## src/rtl/ise_pkg.sv

```systemverilog
// shared types and constants for the insertion series engine
package ise_pkg;

  // fixed field widths of the item and result ports
  localparam int POS_W  = 6;
  localparam int DATA_W = 32;
  localparam int SLOT_W = 5;
  localparam int STAT_W = 2;

  // operation codes
  localparam logic OP_INSERT = 1'b0;
  localparam logic OP_DRAIN  = 1'b1;

  // result status codes
  localparam logic [STAT_W-1:0] STAT_OK        = 2'd0;
  localparam logic [STAT_W-1:0] STAT_BAD_POS   = 2'd1;
  localparam logic [STAT_W-1:0] STAT_FULL      = 2'd2;
  localparam logic [STAT_W-1:0] STAT_EMPTY     = 2'd3;

  // control state
  typedef enum logic {
    ST_IDLE,
    ST_DRAIN
  } ise_state_t;

  // control broadcast to every cell of the chain
  typedef struct packed {
    logic             ins;
    logic             drain;
    logic [POS_W-1:0] pos;
  } cell_ctrl_t;

endpackage

```

## src/rtl/insertion_series_engine_core.sv

```systemverilog
// Insertion series engine: a bounded list held in a chain of cells. An insert
// (op 0) is accepted at any cycle the block is not busy: the cell at the insert
// position loads the new value and every cell above it its lower neighbor in the
// same clock, so inserts can follow each other back to back, each giving one
// result in the next cycle. A drain (op 1) of N entries shifts the chain down one
// cell per cycle and gives N results on consecutive cycles; the state register
// enters the drain state first and the results are registered from cell 0 after
// it. Busy stays high while the drain runs and a new item can be taken on the
// cycle the final result is shown. A drain of an empty list or a refused insert
// gives one result in the next cycle and keeps busy low. Results appear for one
// cycle under strobe and cannot be held off by the receiver.
module insertion_series_engine_core #(
  parameter int DEPTH      = 32,
  parameter int VALUE_BITS = 32
) (
  input  logic                                clk,
  input  logic                                rst,
  input  logic                                start,
  output logic                                busy,
  input  logic                                op,
  input  logic [ise_pkg::POS_W-1:0]           position,
  input  logic signed [ise_pkg::DATA_W-1:0]   value,
  output logic                                strobe,
  output logic signed [ise_pkg::DATA_W-1:0]   data,
  output logic [ise_pkg::SLOT_W-1:0]          slot,
  output logic                                last,
  output logic [ise_pkg::STAT_W-1:0]          status
);
  import ise_pkg::*;

  localparam int CW    = $clog2(DEPTH + 1);
  localparam int IDX_W = $clog2(DEPTH);
  localparam int CMP_W = (CW > POS_W) ? CW : POS_W;

  ise_state_t              state;
  ise_state_t              state_next;
  logic [CW-1:0]           count;
  logic [IDX_W-1:0]        idx;
  cell_ctrl_t              ctrl;
  logic [VALUE_BITS-1:0]   ins_val;
  logic [VALUE_BITS-1:0]   cell_val [DEPTH];

  logic take;
  logic take_ins;
  logic take_drain;
  logic bad_pos;
  logic full;
  logic ins_ok;
  logic drain_last;
  logic drain_en;

  // item transfer and insert checks
  assign take       = start && !busy;
  assign take_ins   = take && (op == OP_INSERT);
  assign take_drain = take && (op == OP_DRAIN);
  assign bad_pos    = CMP_W'(position) > CMP_W'(count);
  assign full       = count == CW'(DEPTH);
  assign ins_ok     = take_ins && !bad_pos && !full;
  assign ins_val    = VALUE_BITS'(value);
  assign drain_last = (CW'(idx) + CW'(1)) == count;

  // next state
  always_comb begin
    state_next = state;
    unique case (state)
      ST_IDLE: begin
        if (take_drain && (count != '0)) begin
          state_next = ST_DRAIN;
        end
      end
      ST_DRAIN: begin
        if (drain_last) begin
          state_next = ST_IDLE;
        end
      end
      default: state_next = ST_IDLE;
    endcase
  end

  // state outputs
  always_comb begin
    busy     = 1'b0;
    drain_en = 1'b0;
    unique case (state)
      ST_IDLE: begin
        busy     = 1'b0;
        drain_en = 1'b0;
      end
      ST_DRAIN: begin
        busy     = 1'b1;
        drain_en = 1'b1;
      end
      default: begin
        busy     = 1'b0;
        drain_en = 1'b0;
      end
    endcase
  end

  assign ctrl = '{ins: ins_ok, drain: drain_en, pos: position};

  // control registers
  always_ff @(posedge clk) begin
    if (rst) begin
      state  <= ST_IDLE;
      count  <= '0;
      idx    <= '0;
      strobe <= 1'b0;
    end else begin
      state  <= state_next;
      // a drain of a filled list reports only from the drain cycles
      strobe <= (take && !(take_drain && (count != '0))) || (state == ST_DRAIN);
      if (ins_ok) begin
        count <= count + CW'(1);
      end else if ((state == ST_DRAIN) && drain_last) begin
        count <= '0;
      end
      if (take_drain) begin
        idx <= '0;
      end else if (state == ST_DRAIN) begin
        idx <= idx + IDX_W'(1);
      end
    end
  end

  // result payload
  always_ff @(posedge clk) begin
    if (state == ST_DRAIN) begin
      data   <= DATA_W'(cell_val[0]);
      slot   <= SLOT_W'(idx);
      last   <= drain_last;
      status <= STAT_OK;
    end else if (take_drain) begin
      data   <= '0;
      slot   <= '0;
      last   <= 1'b1;
      status <= STAT_EMPTY;
    end else if (take_ins) begin
      last <= 1'b1;
      if (bad_pos) begin
        data   <= value;
        slot   <= '0;
        status <= STAT_BAD_POS;
      end else if (full) begin
        data   <= value;
        slot   <= '0;
        status <= STAT_FULL;
      end else begin
        data   <= DATA_W'(ins_val);
        slot   <= position[SLOT_W-1:0];
        status <= STAT_OK;
      end
    end
  end

  // chain of cells
  for (genvar i = 0; i < DEPTH; i++) begin : g_cell
    logic [VALUE_BITS-1:0] left_v;
    logic [VALUE_BITS-1:0] right_v;

    if (i == 0) begin : g_first
      assign left_v = ins_val;
    end else begin : g_mid_l
      assign left_v = cell_val[i-1];
    end

    if (i == DEPTH - 1) begin : g_end
      assign right_v = cell_val[i];
    end else begin : g_mid_r
      assign right_v = cell_val[i+1];
    end

    ise_cell #(
      .VALUE_BITS (VALUE_BITS),
      .INDEX      (i)
    ) u_cell (
      .clk         (clk),
      .ctrl        (ctrl),
      .new_value   (ins_val),
      .left_value  (left_v),
      .right_value (right_v),
      .value       (cell_val[i])
    );
  end

`ifndef NO_ASSERTIONS
  // the list never grows past its capacity
  a_count_bound: assert property (@(posedge clk) disable iff (rst)
    count <= CW'(DEPTH))
    else $error("list count above capacity");

  // a drain in progress always has entries left to send
  a_drain_nonempty: assert property (@(posedge clk) disable iff (rst)
    (state == ST_DRAIN) |-> (count != '0))
    else $error("drain running on empty list");

  // the final drained entry leaves the list empty
  a_drain_clears: assert property (@(posedge clk) disable iff (rst)
    ((state == ST_DRAIN) && drain_last) |=> (count == '0) && !busy)
    else $error("list not cleared after drain");

  // refused or empty-drain results are always single and final
  a_err_last: assert property (@(posedge clk) disable iff (rst)
    (strobe && (status != STAT_OK)) |-> last)
    else $error("error result not marked last");
`endif

endmodule

```

## src/rtl/ise_cell.sv

```systemverilog
// one list cell: holds one entry, shifts up on insert and down on drain
module ise_cell #(
  parameter int VALUE_BITS = 32,
  parameter int INDEX      = 0
) (
  input  logic                    clk,
  input  ise_pkg::cell_ctrl_t     ctrl,
  input  logic [VALUE_BITS-1:0]   new_value,
  input  logic [VALUE_BITS-1:0]   left_value,
  input  logic [VALUE_BITS-1:0]   right_value,
  output logic [VALUE_BITS-1:0]   value
);
  import ise_pkg::*;

  localparam int IDX_BITS = (INDEX > 0) ? $clog2(INDEX + 1) : 1;
  localparam int CMP_W    = (IDX_BITS > POS_W) ? IDX_BITS : POS_W;
  localparam logic [CMP_W-1:0] MY_IDX = CMP_W'(INDEX);

  logic [CMP_W-1:0] pos_ext;

  assign pos_ext = CMP_W'(ctrl.pos);

  // insert: take the new value at the insert point, the left neighbor above it
  // drain: take the right neighbor so cell 0 always holds the next entry out
  always_ff @(posedge clk) begin
    if (ctrl.ins) begin
      if (MY_IDX == pos_ext) begin
        value <= new_value;
      end else if (MY_IDX > pos_ext) begin
        value <= left_value;
      end
    end else if (ctrl.drain) begin
      value <= right_value;
    end
  end

endmodule

```

## config.mk

```make
export PLATFORM = sky130hd
export DESIGN_NAME = insertion_series_engine_core
export DESIGN_NICKNAME = d
export VERILOG_FILES = /design/src/rtl/ise_pkg.sv /design/src/rtl/insertion_series_engine_core.sv /design/src/rtl/ise_cell.sv
export SDC_FILE = /design/constraint.sdc
export NUM_CORES = 2
export LEC_CHECK = 0
export ABC_AREA = 1
export CAP_MARGIN = 20
export CORE_ASPECT_RATIO = 1.75
export CORE_MARGIN = 4
export CORE_UTILIZATION = 65
export DETAILED_ROUTE_END_ITERATION = 6
export DONT_BUFFER_PORTS = 1
export PLACE_DENSITY = 0.81
export SYNTH_ARGS = -nofsm -noshare
export SYNTH_HDL_FRONTEND = slang
export SYNTH_HIERARCHICAL = 1
export SYNTH_SLANG_ARGS = --single-unit
```

## constraint.sdc

```tcl
create_clock -name clk -period 6.8 [get_ports clk]
set_clock_uncertainty 0.2 [all_clocks]
set_input_delay 1.02 -clock clk [delete_from_list [all_inputs] [get_ports clk]]
set_output_delay 1.02 -clock clk [all_outputs]
set_load 0.01 [all_outputs]
```

======== Yosys cells after proc, flatten, opt, wreduce, memory -nomap -nowiden ========
Index checks and enable logic that the tools add are counted.
word-level totals
  register bits after elaboration ......... 1077
  bits of input ports ..................... 42
  output and inout port bits .............. 42
  logic and storage cells ................. 342
cells by class
  add/subtract/negate cells ............... 3
  $lt $le $gt $ge ......................... 33
  eq/ne operators ......................... 64
  multiplexer cells ....................... 147
  bitwise operators ....................... 2
  reductions and logical operators ........ 53
operators with widths
  operator                                                                  count
  32-bit 2-to-1 mux                                                         129
  5-bit by 6-bit == test with 1-bit output (first input constant)           16
  5-bit by 6-bit > comparator with 1-bit output (first input constant)      16
  3-bit by 1-bit inequality test with 1-bit output (second input constant)  31
  2-bit AND reduction                                                       32
  4-bit by 6-bit == test with 1-bit output (first input constant)           8
  4-bit by 6-bit > comparator with 1-bit output (first input constant)      8
  5-bit 2-to-1 mux                                                          5
  3-bit by 6-bit == test with 1-bit output (first input constant)           4
  3-bit by 6-bit > comparator with 1-bit output (first input constant)      4
  2-bit by 6-bit == test with 1-bit output (first input constant)           2
  1-bit by 6-bit > comparator with 1-bit output (first input constant)      2
  2-bit by 6-bit > comparator with 1-bit output (first input constant)      2
  6-bit 2-to-1 mux                                                          2
  1-bit logical AND                                                         8
  2-bit 2-to-1 mux                                                          4
  2-bit nonzero test                                                        4
  5-bit by 1-bit adder with 6-bit output (second input constant)            1
  6-bit by 1-bit adder with 6-bit output (second input constant)            1
  1-bit by 6-bit == test with 1-bit output (first input constant)           1
  6-bit == test                                                             1
  6-bit == test (second input constant)                                     1
  6-bit > comparator                                                        1
  6-bit logical NOT                                                         1
  other kinds (9)                                                           18

======== Depth between registers and ports, before layout ========
  word-level depth ........................ 9
  depth in mapped cells ................... 14
  gate-level depth less buffers ........... 13

======== By module ========
The synthesis kept the hierarchy.
modules (own cells, without submodules)
  module                            instances  cells each  area each (µm²)
  ise_cell (g_cell[12].u_cell ...)  2          284         2100.8
  insertion_series_engine_core      1          319         2770.2
  ise_cell (g_cell[6].u_cell)       1          289         2154.6
  ise_cell (g_cell[9].u_cell)       1          289         2135.8
  ise_cell (g_cell[21].u_cell)      1          291         2129.5
  ise_cell (g_cell[20].u_cell)      1          285         2128.3
  ise_cell (g_cell[23].u_cell)      1          288         2128.3
  ise_cell (g_cell[28].u_cell)      1          286         2123.3
  ise_cell (g_cell[31].u_cell)      1          285         2114.5
  ise_cell (g_cell[25].u_cell)      1          285         2109.5
  ise_cell (g_cell[16].u_cell)      1          285         2108.3
  ise_cell (g_cell[5].u_cell)       1          287         2108.3
  ise_cell (g_cell[2].u_cell)       1          285         2107.0
  ise_cell (g_cell[7].u_cell)       1          284         2107.0
  +18 rows                          --         --          --

======== Worst setup path after synthesis ========
OpenSTA, ideal clock, no wires.
  path type ............................... in2reg
  start ................................... input port position[3] (netlist bit)
  end ..................................... register g_cell[25].u_cell.value[0] (enable)
  arrival ................................. 4.942 ns
  data required time ...................... 6.130 ns
  setup slack ............................. 1.188 ns
  stages .................................. 11
  path buffers ............................ 1
  cell sequence ........................... ha_1 > nand2_1 > inv_1 > o21bai_1 > nand3_1 > nand2_2 > nand2_4 > inv_2 > buf_2 > clkinv_1 > o31ai_1
on the way
  cells in the longest elaborated chain, start to end .. 6
  elaborated cells on any way between the ends .. 9
ends and longest elaborated chain
  item                                                                                                     RTL line                            text
  start, declared                                                                                          insertion_series_engine_core.sv:21  input logic [ise_pkg::POS_W-1:0] position,
  6-bit > comparator (*)                                                                                   insertion_series_engine_core.sv:56  assign bad_pos = CMP_W'(position) > CMP_W'(count);
  1-bit logical NOT (*)                                                                                    insertion_series_engine_core.sv:58  assign ins_ok = take_ins && !bad_pos && !full;
  1-bit logical AND (*) (2 in a row)                                                                       insertion_series_engine_core.sv:58
  via ins_ok                                                                                               insertion_series_engine_core.sv:48  logic ins_ok;
  3-bit by 1-bit inequality test with 1-bit output (no line) / 2-bit nonzero test (equally long branches)  --
  2-bit AND reduction (no line) (*)                                                                        --
  end signal, assigned                                                                                     ise_cell.sv:28                      value <= new_value;
  end signal, assigned                                                                                     ise_cell.sv:30                      value <= left_value;
  end signal, assigned                                                                                     ise_cell.sv:33                      value <= right_value;
  end, declared                                                                                            ise_cell.sv:11                      output logic [VALUE_BITS-1:0] value
Mark *: on every way through the listed nets, which the timed path passes. The rest lies on a longest branch.
A chain may end at the register's enable or synchronous reset.

======== Final worst setup path ========
  start ................................... register count[3]
  end ..................................... register g_cell[29].u_cell.value[29] (enable)
on the way
  cells in the longest elaborated chain, start to end .. 6
  elaborated cells on any way between the ends .. 9
ends and longest elaborated chain
  item                                                                                                     RTL line                             text
  start, declared                                                                                          insertion_series_engine_core.sv:37   logic [CW-1:0] count;
  start signal, assigned                                                                                   insertion_series_engine_core.sv:114  count <= count + CW'(1);
  6-bit > comparator                                                                                       insertion_series_engine_core.sv:56
  1-bit logical NOT                                                                                        insertion_series_engine_core.sv:58
  1-bit logical AND                                                                                        insertion_series_engine_core.sv:58
  1-bit logical AND (*)                                                                                    insertion_series_engine_core.sv:58
  via ins_ok                                                                                               insertion_series_engine_core.sv:48
  3-bit by 1-bit inequality test with 1-bit output (no line) / 2-bit nonzero test (equally long branches)  --
  2-bit AND reduction (no line) (*)                                                                        --
  end signal, assigned                                                                                     ise_cell.sv:28
  end signal, assigned                                                                                     ise_cell.sv:30
  end signal, assigned                                                                                     ise_cell.sv:33
  end, declared                                                                                            ise_cell.sv:11
Marked as above.

==> summary.txt <==
Run status
  • Failing checks: design-rule violations
  • Status: complete, but fails checks

Layout
  • Ratio of cells with drive above 1 in the final layout: 0.0498
  • Non-filler instance count after layout: 10553
  • Filler cell count: 9017
  • Final #Nets: 9142
  • Area occupied by multi-input gates: 26000 um^2
  • P&R area growth vs syn: 3.01%
  • Sequential cell area: 32200 um^2

Worst setup path
  • WP data required: 6990 ps
  • R2r startpoint: count[3]
  • Crit Path Category: reg2reg
  • Worst setup SP type: flip-flop
  • Reg2reg path depth: 13
  • CP arrival: 4610 ps
  • Crit. End Element: flip-flop
  • R2R Path End: g_cell[29].u_cell/value[29]
  • CP startpoint: count[3]
  • Flop2flop setup slack: 2390 ps
  • Crit path largest cell delay: 550 ps
  • Slowest cell on crit path: inv_8
  • Crit-path cells: inv_2 -> ha_1 -> nand2_1 -> inv_1 -> o21bai_1 -> nand3_1 -> nand2_2 -> nand2_4 -> inv_8 -> buf_4 -> inv_2 -> o31ai_4 -> buf_4
  • Worst-path fanout max: 96

Drt
  • Final antenna-violating net count: 0
  • Iteration count of the initial detailed-routing pass: 7
  • Final WL: 225 mm
  • DRC viols: 1
  • Routed vias: 62015
  • DR WL/cell: 21.3 um
  • Starting DRT DRC Count: 7429
  • Vias/cell: 5.88

Worst hold path
  • Hold Crit Depth: 1
  • Min-Delay Startpoint: rst
  • Worst hold path type: in2reg
  • Worst hold endpoint: state

CTS
  • Clock Path Buffers: 3
  • Post-CTS Resized: 0
  • Setup Buffers After CTS: 0
  • Hold_buf cts: 0
  • Num CTS Buffers: 103
  • CTS Root Cell: clkbuf_16
  • TritonCTS clock tree: yes
  • Skew-Pair Late Insertion Delay: 730 ps
  • H-Tree Depth: 3
  • Reg clk slew, reported paths: 70 ps
  • CTS sink count: 1077

Pwr
  • Worst-case vdd ir drop: 0.000231 V
  • Final Power: 15.0 mW
  • Pleak: 37.4 nW
  • Pwr dens: 207 nW/um^2

Placed design
  • Final HPWL DP: 145 mm
  • Dpl cells: 10352
  • Dpl ws: 1910 ps
  • GPL Wtd Cong: 1.06
  • IO Port Bufs: 0

Die
  • Starting Density: 0.653
  • Die outline area: 113000 um^2
  • I/O pins: 84
  • Die Span X: 256 um
  • CORE AREA: 107000 um^2
  • Die H: 442 um
  • Rows: 159

STA
  • Fin worst setup slack: 2390 ps
  • Setup Viol. Count Final: 0
  • Slew @ Worst Pin: 1090 ps
  • Final Cycle Share: 0.649
  • Count of pins over their slew limit: 0
  • F_max: 227 MHz
  • Rel. slew slack: 0.270
  • Setup TNS: 0 ps
  • Hold Violations, Final: 0
  • RSZ-0062 raised after global routing: no
  • Crit path time final: 4410 ps
  • Min Hold Slack: 135 ps

Synthesis
  • Synth Warn #: 6
  • Synthesized area per cell: 7.39 um^2
  • Synthesized area: 70000 um^2
  • Top cells by count, synth: nand2_1 (3238), inv_1 (2139), nand3_1 (1590)
  • Yosys reg bits: 1077
  • Post-synth top area cell: edfxtp_1
  • Syn Inst Count: 9475
  • Share of Yosys cell area claimed by the top area cell type: 0.455
  • Seq/Total Area, Yosys: 0.460
  • Post-synth EDFFs: 1062
  • Top-count cell post-synth: nand2_1
  • Synth area leaders: edfxtp_1 (46%), nand2_1 (17%), inv_1 (11%), nand3_1 (11%), nand4_1 (4.3%)
  • Primary FF master, synth: edfxtp_1
  • Async S/R FF share, synth: 0
  • Yosys cell types: 47
  • Synthesized Nets: 9526

GRT
  • Pin count of the biggest net entering global routing: 110
  • Global-route wire length before repair: 344 mm
  • Global-route usage over all layers: 0.386
  • GRT overflow: 0
  • Vias in the first global route: 60692
  • Initial antenna violation count: 15

Flow run
  • Max_cap viols: 0
[critical path, delay by kind of cell, from the launching register on]
family / cells / cell delay [ps]
compound gates: 2 / 660
simple gates: 4 / 450
flops: 1 / 410
fa+ha+maj: 1 / 310
buf+inv: 6 / 2010
[registers in the layout (all words and copies together), names as in the netlist]
register,cells
count,6
data,32
g_cell.u_cell/value,1024
idx,5
last,1
slot,5
state,1
status,2
strobe,1
[per-layer routing]
metal	global-route usage	vias up	wire, um
met2	0.639	3613	106000
met4	0.313	20	21900
met3	0.0860	1046	22300
met1	0.425	28447	75000
li1	-	28889	-
met5	0	-	139
[stage by stage]
step / area, um^2 / utilization
floorplan: 70000 / -
global placement: 68700 / 0.641
detailed placement: 68700 / 0.641
CTS: 72100 / 0.672
global route: 72100 / 0.673
finish: 72100 / 0.673
[final cells by class]
| type | count | share of cell area |
|---|---|---|
| Antenna cell | 6 | 0.000208 |
| Clock buffer | 126 | 0.0384 |
| Clock inverter | 67 | 0.00798 |
| Inverter | 2189 | 0.114 |
| Multi-Input combinational cell | 5638 | 0.360 |
| Sequential cell | 1077 | 0.446 |
| Tap cell | 1368 | 0.0237 |
| Timing Repair Buffer | 82 | 0.00961 |
[cells in the final DEF, fill, tap and decap left out, types with 29 or more instances in the layout]
cell type	count
nand2_1	3237
inv_1	2139
nand3_1	1590
edfxtp_1	1062
nand4_1	484
clkbuf_16	108
buf_4	77
nor2_4	75
nor2_1	49
inv_2	42
clkinv_1	37
o21ai_0	33
nand2_2	29
[power breakdown]
part,switching (mW),internal (mW),leakage (nW),total (mW)
Sequential,0.136,7.54,9.81,7.68
Combinational,1.02,0.363,25.9,1.38
Clock,2.64,3.26,1.63,5.90
[kinds of logic (layout without fill, tap and decap cells)]
| logic type | count (synthesis) | after routing | share of synthesized area |
|---|---|---|---|
| DFF | 1077 | 1077 | 0.460 |
| buffers and inverters | 2760 | 2464 | 0.172 |
| other | 0 | 6 | 0 |
| and+or+nand+nor | 5530 | 5530 | 0.359 |
| muxes | 1 | 1 | 0.000161 |
| adders and majority gates | 9 | 9 | 0.00161 |
| AOI/OAI and AO/OA | 96 | 96 | 0.00752 |
| xor gates and xnor gates | 2 | 2 | 0.000250 |
[worst max path at each step]
| stage | endpoint | slack [ps] | depth (start not counted) |
|---|---|---|---|
| floorplan | g_cell[25].u_cell/value[0] | 1190 | 11 |
| global placement | g_cell[29].u_cell/value[12] | 1850 | 12 |
| detailed placement | g_cell[29].u_cell/value[10] | 1910 | 12 |
| CTS | g_cell[29].u_cell/value[29] | 2460 | 13 |
| global route | g_cell[29].u_cell/value[22] | 2140 | 13 |
| finish | g_cell[29].u_cell/value[29] | 2390 | 13 |
Note: power is estimated with default switching activity, not from simulation.
